===== src/arsa_pkg.sv =====
// ---------------------------------------------------------------------------
// arsa_pkg
// Types and fixed constants of the allele read statistics accumulator.
// ---------------------------------------------------------------------------
package arsa_pkg;

    localparam int KEY_W          = 32;
    localparam int COUNT_W        = 16;
    localparam int DIV_NUM_W      = 32;
    localparam int DIV_Q_W        = 16;
    localparam int DIV_RADIX_BITS = 2;

    localparam logic [7:0]         LIMIT_RESET = 8'd20;
    localparam logic [COUNT_W-1:0] COUNT_MAX   = '1;

    localparam logic OP_ADD   = 1'b0;
    localparam logic OP_QUERY = 1'b1;

    typedef struct packed {
        logic [KEY_W-1:0]   key;
        logic [COUNT_W-1:0] count;
    } entry_t;

endpackage


===== src/arsa_ram.sv =====
// ---------------------------------------------------------------------------
// arsa_ram
// Generic single-port-write, single-port-read RAM with registered read.
// ---------------------------------------------------------------------------
module arsa_ram #(
    parameter int WIDTH = 48,
    parameter int DEPTH = 64,
    localparam int ADDR_W = (DEPTH > 1) ? $clog2(DEPTH) : 1
) (
    input  logic              clk,
    input  logic              wr_en,
    input  logic [ADDR_W-1:0] wr_addr,
    input  logic [WIDTH-1:0]  wr_data,
    input  logic              rd_en,
    input  logic [ADDR_W-1:0] rd_addr,
    output logic [WIDTH-1:0]  rd_data
);

    logic [WIDTH-1:0] mem [DEPTH];

    always_ff @(posedge clk)
    begin
        if (wr_en)
        begin
            mem[wr_addr] <= wr_data;
        end
        if (rd_en)
        begin
            rd_data <= mem[rd_addr];
        end
    end

endmodule


===== src/arsa_div.sv =====
// ---------------------------------------------------------------------------
// arsa_div
// Serial restoring divider, two quotient bits per cycle, 16-bit saturated
// quotient; a zero divisor gives zero.
// ---------------------------------------------------------------------------
module arsa_div
    import arsa_pkg::*;
(
    input  logic                 clk,
    input  logic                 rst_n,
    input  logic                 start,
    input  logic [DIV_NUM_W-1:0] num,
    input  logic [DIV_Q_W-1:0]   den,
    output logic                 done,
    output logic [DIV_Q_W-1:0]   quo
);

    localparam int STEPS = DIV_Q_W / DIV_RADIX_BITS;
    localparam int CNT_W = (STEPS > 1) ? $clog2(STEPS) : 1;

    logic               busy_reg, busy_next;
    logic               done_reg, done_next;
    logic [CNT_W-1:0]   cnt_reg, cnt_next;
    logic [DIV_Q_W-1:0] rem_reg, rem_next;
    logic [DIV_Q_W-1:0] quo_reg, quo_next;
    logic [DIV_Q_W-1:0] den_reg, den_next;

    logic [DIV_Q_W-1:0] rem_step;
    logic [DIV_Q_W-1:0] quo_step;
    logic [DIV_Q_W:0]   trial;

    always_comb
    begin
        rem_step = rem_reg;
        quo_step = quo_reg;
        trial    = '0;
        for (int i = 0; i < DIV_RADIX_BITS; i++)
        begin
            trial = {rem_step, quo_step[DIV_Q_W-1]};
            if (trial >= {1'b0, den_reg})
            begin
                rem_step = DIV_Q_W'(trial - {1'b0, den_reg});
                quo_step = {quo_step[DIV_Q_W-2:0], 1'b1};
            end
            else
            begin
                rem_step = trial[DIV_Q_W-1:0];
                quo_step = {quo_step[DIV_Q_W-2:0], 1'b0};
            end
        end
    end

    always_comb
    begin
        busy_next = busy_reg;
        done_next = 1'b0;
        cnt_next  = cnt_reg;
        rem_next  = rem_reg;
        quo_next  = quo_reg;
        den_next  = den_reg;
        if (start)
        begin
            if (den == '0)
            begin
                quo_next  = '0;
                done_next = 1'b1;
            end
            else if (num[DIV_NUM_W-1 -: DIV_Q_W] >= den)
            begin
                quo_next  = '1;
                done_next = 1'b1;
            end
            else
            begin
                rem_next  = num[DIV_NUM_W-1 -: DIV_Q_W];
                quo_next  = num[DIV_Q_W-1:0];
                den_next  = den;
                cnt_next  = CNT_W'(STEPS - 1);
                busy_next = 1'b1;
            end
        end
        else if (busy_reg)
        begin
            rem_next = rem_step;
            quo_next = quo_step;
            if (cnt_reg == '0)
            begin
                busy_next = 1'b0;
                done_next = 1'b1;
            end
            else
            begin
                cnt_next = cnt_reg - 1'b1;
            end
        end
    end

    always_ff @(posedge clk or negedge rst_n)
    begin
        if (!rst_n)
        begin
            busy_reg <= 1'b0;
            done_reg <= 1'b0;
            cnt_reg  <= '0;
        end
        else
        begin
            busy_reg <= busy_next;
            done_reg <= done_next;
            cnt_reg  <= cnt_next;
        end
    end

    always_ff @(posedge clk)
    begin
        rem_reg <= rem_next;
        quo_reg <= quo_next;
        den_reg <= den_next;
    end

    assign done = done_reg;
    assign quo  = quo_reg;

endmodule


===== src/allele_read_stats_accumulator.sv =====
// ---------------------------------------------------------------------------
// allele_read_stats_accumulator
// Read statistics for one candidate allele: counters, sums, a bounded
// start-key count table in RAM, and serially divided means and rate.
// ---------------------------------------------------------------------------
//  channel   handshake                  payload
//  -------   -------------------------  ---------------------------------
//  item      start & !busy              operation .. start_key
//  result    done (one-cycle strobe)    reads_seen .. table_overflow
//  config    cfg_valid & cfg_ready      cfg_data (low_quality_limit)
//
//  An item runs through the table scan and then the four divisions before its
//  done strobe: the table scan reads the filled entries, one RAM entry a cycle,
//  and stops at a hit; the four quotients share one divider in turn, and a zero
//  divisor or a saturated quotient finishes its division without serial steps.
//  busy is low again in the done cycle; the next item may transfer there.
//  Reset clears the counters and the table fill count; no clearing pass.
//  The receiver cannot stall; cfg_ready is always high.
// ---------------------------------------------------------------------------
module allele_read_stats_accumulator
    import arsa_pkg::*;
#(
    parameter int TABLE_ENTRIES = 64
) (
    input  logic        clk,
    input  logic        rst_n,
    input  logic        start,
    output logic        busy,
    input  logic        operation,
    input  logic [7:0]  base_quality,
    input  logic        forward_strand,
    input  logic [15:0] relative_position,
    input  logic [15:0] neighbour_quality,
    input  logic [31:0] start_key,
    output logic        done,
    output logic [15:0] reads_seen,
    output logic [15:0] forward_reads,
    output logic [15:0] mean_quality,
    output logic [15:0] mean_position,
    output logic [15:0] mean_neighbour_quality,
    output logic [15:0] low_quality_rate,
    output logic [15:0] total_start_count,
    output logic [15:0] key_count,
    output logic        table_overflow,
    input  logic        cfg_valid,
    output logic        cfg_ready,
    input  logic [7:0]  cfg_data
);

    localparam int ADDR_W = (TABLE_ENTRIES > 1) ? $clog2(TABLE_ENTRIES) : 1;
    localparam int CNT_W  = $clog2(TABLE_ENTRIES + 1);

    localparam logic [2:0] ST_IDLE     = 3'd0;
    localparam logic [2:0] ST_SEARCH   = 3'd1;
    localparam logic [2:0] ST_UPDATE   = 3'd2;
    localparam logic [2:0] ST_DIV_GO   = 3'd3;
    localparam logic [2:0] ST_DIV_WAIT = 3'd4;

    localparam logic [1:0] SEL_QUALITY  = 2'd0;
    localparam logic [1:0] SEL_POSITION = 2'd1;
    localparam logic [1:0] SEL_NEIGHBOR = 2'd2;
    localparam logic [1:0] SEL_RATE     = 2'd3;

    logic [2:0]         state_reg, state_next;
    logic [7:0]         limit_reg, limit_next;
    logic [15:0]        read_total_reg, read_total_next;
    logic [15:0]        low_total_reg, low_total_next;
    logic [15:0]        fwd_total_reg, fwd_total_next;
    logic [23:0]        quality_sum_reg, quality_sum_next;
    logic [31:0]        position_sum_reg, position_sum_next;
    logic [31:0]        neighbour_sum_reg, neighbour_sum_next;
    logic [CNT_W-1:0]   used_reg, used_next;
    logic [15:0]        start_sum_reg, start_sum_next;
    logic               done_reg, done_next;
    logic [CNT_W-1:0]   scan_idx_reg, scan_idx_next;
    logic               pend_reg, pend_next;
    logic               hit_reg, hit_next;
    logic [1:0]         div_sel_reg, div_sel_next;

    logic               op_reg, op_next;
    logic [7:0]         qual_reg, qual_next;
    logic               fwd_reg, fwd_next;
    logic [15:0]        rpos_reg, rpos_next;
    logic [15:0]        nq_reg, nq_next;
    logic [KEY_W-1:0]   key_reg, key_next;
    logic [ADDR_W-1:0]  pend_idx_reg, pend_idx_next;
    logic [ADDR_W-1:0]  hit_idx_reg, hit_idx_next;
    logic [COUNT_W-1:0] hit_count_reg, hit_count_next;
    logic [15:0]        mean_q_reg, mean_q_next;
    logic [15:0]        mean_p_reg, mean_p_next;
    logic [15:0]        mean_n_reg, mean_n_next;
    logic [15:0]        rate_reg, rate_next;
    logic [15:0]        key_count_reg, key_count_next;
    logic               overflow_reg, overflow_next;

    logic               ram_wr_en;
    logic [ADDR_W-1:0]  ram_wr_addr;
    entry_t             ram_wr_data;
    logic               ram_rd_en;
    logic [ADDR_W-1:0]  ram_rd_addr;
    entry_t             ram_rd_data;

    logic                 div_start;
    logic [DIV_NUM_W-1:0] div_num;
    logic                 div_done;
    logic [DIV_Q_W-1:0]   div_quo;

    logic [24:0] quality_add;
    logic [32:0] position_add;
    logic [32:0] neighbour_add;
    logic        key_match;

    function automatic logic [15:0] sat_inc16(input logic [15:0] v);
        sat_inc16 = (v == 16'hFFFF) ? v : v + 16'd1;
    endfunction

    arsa_ram #(
        .WIDTH ($bits(entry_t)),
        .DEPTH (TABLE_ENTRIES)
    ) u_table (
        .clk     (clk),
        .wr_en   (ram_wr_en),
        .wr_addr (ram_wr_addr),
        .wr_data (ram_wr_data),
        .rd_en   (ram_rd_en),
        .rd_addr (ram_rd_addr),
        .rd_data (ram_rd_data)
    );

    arsa_div u_div (
        .clk   (clk),
        .rst_n (rst_n),
        .start (div_start),
        .num   (div_num),
        .den   (read_total_reg),
        .done  (div_done),
        .quo   (div_quo)
    );

    assign ram_rd_addr   = scan_idx_reg[ADDR_W-1:0];
    assign key_match     = pend_reg && (ram_rd_data.key == key_reg);
    assign quality_add   = {1'b0, quality_sum_reg} + 25'(qual_reg);
    assign position_add  = {1'b0, position_sum_reg} + 33'(rpos_reg);
    assign neighbour_add = {1'b0, neighbour_sum_reg} + 33'(nq_reg);

    always_comb
    begin
        unique case (div_sel_reg)
            SEL_QUALITY:  div_num = {quality_sum_reg, 8'd0};
            SEL_POSITION: div_num = position_sum_reg;
            SEL_NEIGHBOR: div_num = neighbour_sum_reg;
            SEL_RATE:     div_num = {low_total_reg, 16'd0};
            default:      div_num = '0;
        endcase
    end

    always_comb
    begin
        state_next         = state_reg;
        limit_next         = limit_reg;
        read_total_next    = read_total_reg;
        low_total_next     = low_total_reg;
        fwd_total_next     = fwd_total_reg;
        quality_sum_next   = quality_sum_reg;
        position_sum_next  = position_sum_reg;
        neighbour_sum_next = neighbour_sum_reg;
        used_next          = used_reg;
        start_sum_next     = start_sum_reg;
        done_next          = 1'b0;
        scan_idx_next      = scan_idx_reg;
        pend_next          = pend_reg;
        hit_next           = hit_reg;
        div_sel_next       = div_sel_reg;
        op_next            = op_reg;
        qual_next          = qual_reg;
        fwd_next           = fwd_reg;
        rpos_next          = rpos_reg;
        nq_next            = nq_reg;
        key_next           = key_reg;
        pend_idx_next      = pend_idx_reg;
        hit_idx_next       = hit_idx_reg;
        hit_count_next     = hit_count_reg;
        mean_q_next        = mean_q_reg;
        mean_p_next        = mean_p_reg;
        mean_n_next        = mean_n_reg;
        rate_next          = rate_reg;
        key_count_next     = key_count_reg;
        overflow_next      = overflow_reg;
        ram_wr_en          = 1'b0;
        ram_wr_addr        = hit_idx_reg;
        ram_wr_data        = '{key: key_reg, count: hit_count_reg};
        ram_rd_en          = 1'b0;
        div_start          = 1'b0;

        if (cfg_valid)
        begin
            limit_next = cfg_data;
        end

        unique case (state_reg)
            ST_IDLE:
            begin
                if (start)
                begin
                    op_next       = operation;
                    qual_next     = base_quality;
                    fwd_next      = forward_strand;
                    rpos_next     = relative_position;
                    nq_next       = neighbour_quality;
                    key_next      = start_key;
                    scan_idx_next = '0;
                    pend_next     = 1'b0;
                    hit_next      = 1'b0;
                    state_next    = ST_SEARCH;
                end
            end
            ST_SEARCH:
            begin
                if (key_match)
                begin
                    hit_next       = 1'b1;
                    hit_idx_next   = pend_idx_reg;
                    hit_count_next = ram_rd_data.count;
                    pend_next      = 1'b0;
                    state_next     = ST_UPDATE;
                end
                else if (scan_idx_reg < used_reg)
                begin
                    ram_rd_en     = 1'b1;
                    pend_next     = 1'b1;
                    pend_idx_next = scan_idx_reg[ADDR_W-1:0];
                    scan_idx_next = scan_idx_reg + 1'b1;
                end
                else
                begin
                    pend_next  = 1'b0;
                    state_next = ST_UPDATE;
                end
            end
            ST_UPDATE:
            begin
                overflow_next  = 1'b0;
                key_count_next = hit_reg ? hit_count_reg : 16'd0;
                if (op_reg == OP_ADD)
                begin
                    read_total_next = sat_inc16(read_total_reg);
                    if (qual_reg < limit_reg)
                    begin
                        low_total_next = sat_inc16(low_total_reg);
                    end
                    if (fwd_reg)
                    begin
                        fwd_total_next = sat_inc16(fwd_total_reg);
                    end
                    quality_sum_next   = quality_add[24] ? '1 : quality_add[23:0];
                    position_sum_next  = position_add[32] ? '1 : position_add[31:0];
                    neighbour_sum_next = neighbour_add[32] ? '1 : neighbour_add[31:0];
                    if (hit_reg)
                    begin
                        if (hit_count_reg != COUNT_MAX)
                        begin
                            ram_wr_en         = 1'b1;
                            ram_wr_data.count = hit_count_reg + 1'b1;
                            key_count_next    = hit_count_reg + 1'b1;
                            start_sum_next    = sat_inc16(start_sum_reg);
                        end
                    end
                    else if (used_reg < CNT_W'(TABLE_ENTRIES))
                    begin
                        ram_wr_en         = 1'b1;
                        ram_wr_addr       = used_reg[ADDR_W-1:0];
                        ram_wr_data.count = COUNT_W'(1);
                        key_count_next    = 16'd1;
                        used_next         = used_reg + 1'b1;
                        start_sum_next    = sat_inc16(start_sum_reg);
                    end
                    else
                    begin
                        overflow_next = 1'b1;
                    end
                end
                div_sel_next = SEL_QUALITY;
                state_next   = ST_DIV_GO;
            end
            ST_DIV_GO:
            begin
                div_start  = 1'b1;
                state_next = ST_DIV_WAIT;
            end
            ST_DIV_WAIT:
            begin
                if (div_done)
                begin
                    unique case (div_sel_reg)
                        SEL_QUALITY:  mean_q_next = div_quo;
                        SEL_POSITION: mean_p_next = div_quo;
                        SEL_NEIGHBOR: mean_n_next = div_quo;
                        SEL_RATE:     rate_next   = div_quo;
                        default:      rate_next   = div_quo;
                    endcase
                    if (div_sel_reg == SEL_RATE)
                    begin
                        done_next  = 1'b1;
                        state_next = ST_IDLE;
                    end
                    else
                    begin
                        div_sel_next = div_sel_reg + 1'b1;
                        state_next   = ST_DIV_GO;
                    end
                end
            end
            default:
            begin
                state_next = ST_IDLE;
            end
        endcase
    end

    always_ff @(posedge clk or negedge rst_n)
    begin
        if (!rst_n)
        begin
            state_reg         <= ST_IDLE;
            limit_reg         <= LIMIT_RESET;
            read_total_reg    <= '0;
            low_total_reg     <= '0;
            fwd_total_reg     <= '0;
            quality_sum_reg   <= '0;
            position_sum_reg  <= '0;
            neighbour_sum_reg <= '0;
            used_reg          <= '0;
            start_sum_reg     <= '0;
            done_reg          <= 1'b0;
            scan_idx_reg      <= '0;
            pend_reg          <= 1'b0;
            hit_reg           <= 1'b0;
            div_sel_reg       <= SEL_QUALITY;
        end
        else
        begin
            state_reg         <= state_next;
            limit_reg         <= limit_next;
            read_total_reg    <= read_total_next;
            low_total_reg     <= low_total_next;
            fwd_total_reg     <= fwd_total_next;
            quality_sum_reg   <= quality_sum_next;
            position_sum_reg  <= position_sum_next;
            neighbour_sum_reg <= neighbour_sum_next;
            used_reg          <= used_next;
            start_sum_reg     <= start_sum_next;
            done_reg          <= done_next;
            scan_idx_reg      <= scan_idx_next;
            pend_reg          <= pend_next;
            hit_reg           <= hit_next;
            div_sel_reg       <= div_sel_next;
        end
    end

    always_ff @(posedge clk)
    begin
        op_reg        <= op_next;
        qual_reg      <= qual_next;
        fwd_reg       <= fwd_next;
        rpos_reg      <= rpos_next;
        nq_reg        <= nq_next;
        key_reg       <= key_next;
        pend_idx_reg  <= pend_idx_next;
        hit_idx_reg   <= hit_idx_next;
        hit_count_reg <= hit_count_next;
        mean_q_reg    <= mean_q_next;
        mean_p_reg    <= mean_p_next;
        mean_n_reg    <= mean_n_next;
        rate_reg      <= rate_next;
        key_count_reg <= key_count_next;
        overflow_reg  <= overflow_next;
    end

    assign busy                   = (state_reg != ST_IDLE);
    assign cfg_ready              = 1'b1;
    assign done                   = done_reg;
    assign reads_seen             = read_total_reg;
    assign forward_reads          = fwd_total_reg;
    assign mean_quality           = mean_q_reg;
    assign mean_position          = mean_p_reg;
    assign mean_neighbour_quality = mean_n_reg;
    assign low_quality_rate       = rate_reg;
    assign total_start_count      = start_sum_reg;
    assign key_count              = key_count_reg;
    assign table_overflow         = overflow_reg;

endmodule


===== config.mk =====
export PLATFORM = sky130hd
export DESIGN_NAME = allele_read_stats_accumulator
export DESIGN_NICKNAME = d
export VERILOG_FILES = /design/src/arsa_pkg.sv /design/src/arsa_ram.sv /design/src/arsa_div.sv /design/src/allele_read_stats_accumulator.sv
export SDC_FILE = /design/constraint.sdc
export NUM_CORES = 2
export LEC_CHECK = 0
export ABC_AREA = 1
export BUFFER_PORTS_ARGS = -buffer_cell sky130_fd_sc_hd__buf_4
export CAP_MARGIN = 5
export CORE_MARGIN = 2
export CORE_UTILIZATION = 25
export DETAILED_ROUTE_END_ITERATION = 16
export SLEW_MARGIN = 5
export SYNTH_ARGS = -nofsm -noshare
export SYNTH_HDL_FRONTEND = slang
export SYNTH_SLANG_ARGS = --single-unit

===== constraint.sdc =====
create_clock -name clk -period 4.6 [get_ports clk]
set_input_delay 0.46 -clock clk [delete_from_list [all_inputs] [get_ports clk]]
set_output_delay 0.46 -clock clk [all_outputs]
set_load 0.02 [all_outputs]

; Yosys cells after proc, flatten, opt, wreduce, memory -nomap -nowiden
; Memory sizes are Yosys's and may differ from the RTL's. A register that Yosys moved wholly into a read port is not among the register bits.
; Index checks and enable logic that the tools add are counted.
[totals]
memories = 1
output_inout_bits = 132
ff_bits = 418
ramBits = 3072
in_bits = 86
[op_classes]
magnitude_cmp = 6
bitwise_logic = 8
n_mux = 81
reduce_logical = 33
eq_ne = 24
add_sub_neg = 14
[memory_table]
columns = name, words, width, read_ports, rd_clocked_by_memory_dff, wr, line_no
row1 = u_table.mem, 64, 48, 1, 1, 1, arsa_ram.sv:19  ; logic [WIDTH-1:0] mem [DEPTH];
[ops]
columns = op, count
row1 = 16-bit 2-to-1 mux, 24
row2 = 32-bit one-hot mux with 4 select lines, 1
row3 = 16-bit by 1-bit adder with 16-bit output (second input constant), 5
row4 = 32-bit by 16-bit adder with 33-bit output, 2
row5 = 16-bit equality test (second input constant), 4
row6 = 32-bit 2-to-1 mux, 2
row7 = 17-bit by 16-bit greater-or-equal comparator with 1-bit output, 2
row8 = 3-bit AND reduction, 11
row9 = 32-bit equality test, 1
row10 = 16-bit subtractor, 2
row11 = 1-bit 2-to-1 mux, 29
row12 = 3-bit 2-to-1 mux, 9
row13 = 24-bit by 8-bit adder with 25-bit output, 1
row14 = 24-bit 2-to-1 mux, 1
row15 = 6-bit 2-to-1 mux, 4
row16 = 4-bit AND reduction, 6
row17 = 7-bit 2-to-1 mux, 3
row18 = 16-bit greater-or-equal comparator, 1
row19 = 16-bit zero test, 1
row20 = 16-bit inequality test (second input constant), 1
row21 = 2-bit inequality test (second input constant), 8
row22 = 3-bit one-hot mux with 5 select lines, 1
row23 = 7-bit by 1-bit adder with 7-bit output (second input constant), 2
row24 = 7-bit one-hot mux with 2 select lines, 1
row25 = other kinds (23), 44

; Depth between registers and ports, before layout
[logic_depth]
depth_word = 7
depth_mapped = 29

; Modules after synthesis
; Synthesis repeated with hierarchy kept, for this count alone.
[unflattened]
hier_cells = 13255
hier_area_um2 = 150175.3
[modules_own_cells]
columns = module, instances, cells_per_inst, seq_area_each_um2, area_each_um2
row1 = arsa_ram, 1, 10129, 93689.9, 124837.2
row2 = allele_read_stats_accumulator, 1, 2438, 10052.1, 20239.4
row3 = arsa_div, 1, 688, 1566.5, 5098.6

; Worst setup path after synthesis
; Ideal clock, no wire load.
[synth_path]
kind = register to register
from = register state_reg[2]
to = memory u_table.mem[12][0], enable pin
path_stages_with_launch = 11
slack_ns = 0.029
arrival_time_ns = 4.117
period_less_slack_ns = 4.571
setup_ns = 0.454
cell_sequence = dfrtp_1 > nor3_4 > nand2_2 > nor3_2 > buf_4 > inv_2 > nand2_1 > nand2_2 > clkinv_2 > nand4_2 > nor2_1
[synth_between]
elab_chain_len = 4
word_cells_on_any_way = 5
cone_classes = 1 x eq/ne / 4 x mux
[synth_rtl]
columns = element, line_no
row1 = "start, declared", allele_read_stats_accumulator.sv:64  ; logic [2:0] state_reg, state_next;
row2 = "start signal, assigned", allele_read_stats_accumulator.sv:342  ; state_reg <= state_next;
row3 = 3-bit by 2-bit equality test with 1-bit output *, allele_read_stats_accumulator.sv:200  ; unique case (state_reg)
row4 = 1-bit 2-to-1 mux, allele_read_stats_accumulator.sv:200
row5 = 1-bit 2-to-1 mux, arsa_ram.sv:23  ; if (wr_en)
row6 = 1-bit 2-to-1 mux (implied by the code), arsa_ram.sv:25  ; mem[wr_addr] <= wr_data;
row7 = "end, declared", arsa_ram.sv:19
; Every way passes the cells marked *; elsewhere a longest branch is shown, timed or not.

; Worst setup path in the final report
[layout_path]
from = register u_div.quo_reg[15], in the netlist u_div.quo[15]
to = register u_div.rem_reg[2] (data pin)
[layout_between]
elab_chain_len = 6
word_cells_on_any_way = 8
cone_classes = 2 x add/sub / 2 x order compare / 4 x mux
[layout_rtl]
columns = element, line_no
row1 = "start, declared", arsa_div.sv:25  ; logic [DIV_Q_W-1:0] quo_reg, quo_next;
row2 = "start signal, assigned", arsa_div.sv:117  ; quo_reg <= quo_next;
row3 = 16-bit subtractor or 17-bit by 16-bit greater-or-equal comparator with 1-bit output (tied branches), "arsa_div.sv:42, arsa_div.sv:40"
row4 = 16-bit 2-to-1 mux *, arsa_div.sv:40  ; if (trial >= {1'b0, den_reg})
row5 = 16-bit subtractor or 17-bit by 16-bit greater-or-equal comparator with 1-bit output (tied branches), "arsa_div.sv:42, arsa_div.sv:40"
row6 = 16-bit 2-to-1 mux *, arsa_div.sv:40
row7 = 16-bit 2-to-1 mux *, arsa_div.sv:82  ; else if (busy_reg)
row8 = 16-bit 2-to-1 mux *, arsa_div.sv:61  ; if (start)
row9 = via u_div.rem_next[2], arsa_div.sv:24  ; logic [DIV_Q_W-1:0] rem_reg, rem_next;
row10 = "end signal, assigned", arsa_div.sv:116  ; rem_reg <= rem_next;
row11 = "end, declared", arsa_div.sv:24
; The timed path passes the listed nets; every way through them passes the cells marked *. The select of a mux whose other input is x is not followed.
; A chain may end at the register's enable or synchronous reset.

==> results.sh <==
export IMPL_post_route_period_util=0.922
export IMPL_rsz0062_at_grt="no"
export IMPL_status="completed"
export IMPL_async_flop_share=0.0529
export IMPL_synth_top_family_by_area="simple AND/OR/NAND/NOR gates"
export IMPL_reg_top3="u_table.mem (3072), u_table.rd_data (48)"
export IMPL_critPathRequiredTime_ps=5220
export IMPL_synth_area_sq_um=145000
export IMPL_post_drt_wl_per_cell_um=22.4
export IMPL_max_freq_mhz=236
export IMPL_grt_ovfl_total=0
export IMPL_synth_edf_count=3351
export IMPL_skew_ps=87.3
export IMPL_clkLatencyLatePin_ps=950
export IMPL_max_slew_margin_rel=0.206
export IMPL_first_iter_violations=12400
export IMPL_synthXorXnorAreaFrac=0.00827
export IMPL_die_w_um=766
export IMPL_yosysTopAreaCell="edfxtp_1"
export IMPL_grt_pass1_wl_mm=631
export IMPL_pre_cts_slack_ps=196
export IMPL_setup_tns_ps=0
export IMPL_place_congestion=0.878
export IMPL_tightest_slew_ps=1190
export IMPL_path_clk_slew_ps=70
export IMPL_reg2regPathDepth=25
export IMPL_synth_area_leaders="edfxtp_1, nor2_1, o21ai_0"
export IMPL_regMostFlops="u_table.mem"
export IMPL_area_growth_pct=17.9
export IMPL_power_per_cell_area_nw_per_um2=516
export IMPL_netlist_area_leader_share=0.694
export IMPL_avgSynthCellArea_sq_um=12.8
export IMPL_regToRegEndpoint="u_div.rem_reg[2]"
export IMPL_synth_seq_cells=3538
export IMPL_hold_ws_ps=193
export IMPL_fin_ws_ps=361
export IMPL_layout_commonest_cell="edfxtp_1"
export IMPL_irDropWorstVdd_mv=0.615
export IMPL_portBuffers=216
export IMPL_period_needed_ps=4240
export IMPL_hold_viol_final=0
export IMPL_dr_pass1_iters=8
export IMPL_setup_viol=0
export IMPL_drc=0
export IMPL_grt_pass1_vias=89900
export IMPL_numClockSinks=3538
export IMPL_die_area_sq_um=586000
export IMPL_maxCapViolCount=0
export IMPL_vias=96300
export IMPL_final_max_slew_violation_count=0
export IMPL_yosys_warnings=0
export IMPL_rrSetupSlack_ps=360
export IMPL_track_usage=0.143
export IMPL_critical_path_class="flop to flop"
export IMPL_placed_cell_area_sq_um=159000
export IMPL_synth_mux_area_frac=0.0138
export IMPL_drive_above_1_share=0.107
export IMPL_avgViaCountPerCell=4.89
export IMPL_routed_wl_mm=440
export IMPL_synth_compound_area_frac=0.100
export IMPL_synth_simple_gate_area_frac=0.112
export IMPL_syn_inst=11300
export IMPL_die_height_um=766
export IMPL_yosys_area_share_adder=0.0106
export IMPL_hp_class="primary input to async pin"
export IMPL_crit_fanout=17
export IMPL_layout_common_cells="edfxtp_1, nor2_1, o21ai_0"
export IMPL_dp_hpwl_mm=253
export IMPL_ys_types=61
export IMPL_ys_flop_type="edfxtp_1"
export IMPL_initial_core_util=0.251
export IMPL_finalInstanceArea_sq_um=171000
export IMPL_row_count=279
export IMPL_reg2reg_from="u_div.quo[15]"
export IMPL_core_sq_um=578000
export IMPL_largest_register_ffs=3072
export IMPL_cts_tree="yes"
export IMPL_cts_buffer_depth=4
export IMPL_root_buffer="clkbuf_16"
export IMPL_worstSetupStartpointType="flop"
export IMPL_endpoint_kind="flop"
export IMPL_finish_utilization=0.296
export IMPL_grt_antenna_before_repair=16
export IMPL_antenna_left=0
export IMPL_num_io_pins=218
export IMPL_leakage_uw=0.0557
export IMPL_h_tree_depth=5
export IMPL_grt_max_degree=178
export IMPL_numCtsBuffers=354
export IMPL_n_fill_cell=57600
export IMPL_nets=11900
export IMPL_syn_num_nets=11500
export IMPL_crit_arrival_ps=4860
export IMPL_ys_seq_area_frac=0.726
## cell type report
cell class	instances	area, sq um	share of cell area
sequential	3538	105000	0.616
clock inverter	199	2000	0.0117
multi-input combinational	6724	36300	0.212
tap	7727	9670	0.0565
antenna	5	12.5	0.0000732
clock buffer	436	9350	0.0547
timing repair buffer	701	6910	0.0404
inverter	368	1410	0.00827
## metal layers
metal / global-route usage / routed length, um / vias to the layer above
met1: 0.204 / 189000 / 48600
li1: - / - / 42600
met4: 0.0371 / 11800 / 0
met2: 0.227 / 201000 / 4546
met5: 0 / 0 / -
met3: 0.0216 / 38400 / 627
## power by group
part	total, uW	switching, uW	leakage, uW	internal (uW)
Combinational	20700	14300	0.0176	6380
Clock	28700	12400	0.00554	16300
Sequential	38900	1070	0.0326	37800
Total	88300	27800	0.0557	60500
## synthesized netlist by cell type, types with 103 or more instances
cell type  count
dfrtp_1      185
buf_2        148
o211ai_1     216
xor2_1       103
nand2_1     1000
nor2_1      2125
o32ai_1      414
clkbuf_1     453
o221ai_1     177
inv_1        354
a21oi_1      249
nand3_1      595
o21ai_0     1135
edfxtp_1    3351
ha_1         115
mux2i_1      196
## cells by family after synthesis
| kind of cell | count (synthesis) |
|---|---|
| AND/OR/NAND/NOR | 3966 |
| adder cells (fa/ha/maj) | 120 |
| flip-flops | 3538 |
| other | 1 |
| XOR/XNOR | 137 |
| buffers and inverters | 1045 |
| AO/OA/AOI/OAI | 2300 |
| multiplexers | 200 |
## worst max-delay path, cell delays in order (launching register included)
cell and delay [ps]:
edfxtp_1 530, inv_1 110, ha_1 140, inv_1 80, fa_1 450, nand2_1 90, nand3_1 90, nand2_1 130
inv_1 70, a21oi_1 180, xor2_1 190, nand2_1 70, nand2_1 110, inv_1 60, ha_1 330, nand2_1 110
nor2_1 160, nand4_1 110, nand2_1 150, nand2_1 80, nand2_1 100, nand2_1 140, nand3_4 220, nand2_1 90
nand3_1 90, nand2_1 80
## worst max-delay path by stage
stage                                 start            endpoint  slack [ps]  cells after the start
final                         u_div.quo[15]    u_div.rem_reg[2]         360                     25
after global routing          u_div.quo[15]    u_div.rem_reg[3]         110                     25
after CTS                 u_div.den_reg[10]    u_div.rem_reg[9]         170                     26
after detailed placement  u_div.den_reg[10]    u_div.rem_reg[9]         200                     26
after global placement    u_div.den_reg[10]        u_div.quo[0]          80                     25
after floorplan                state_reg[2]  u_table.mem[12][0]          30                     10
## stage by stage
stage	std cells	total power [uW]
floorplan	11300	52500
global placement	19000	59900
CTS	19700	88400
detailed placement	19000	59800
global route	19700	91900
finish	19700	88300
## timing repair
item                       in CTS  in global routing
hold buffers                  100                  0
resized for setup               0                  8
setup endpoints to repair       0                 17
hold endpoints to repair      167                  0
buffers inserted                0                  0
Power figures use the tool's default switching activity.
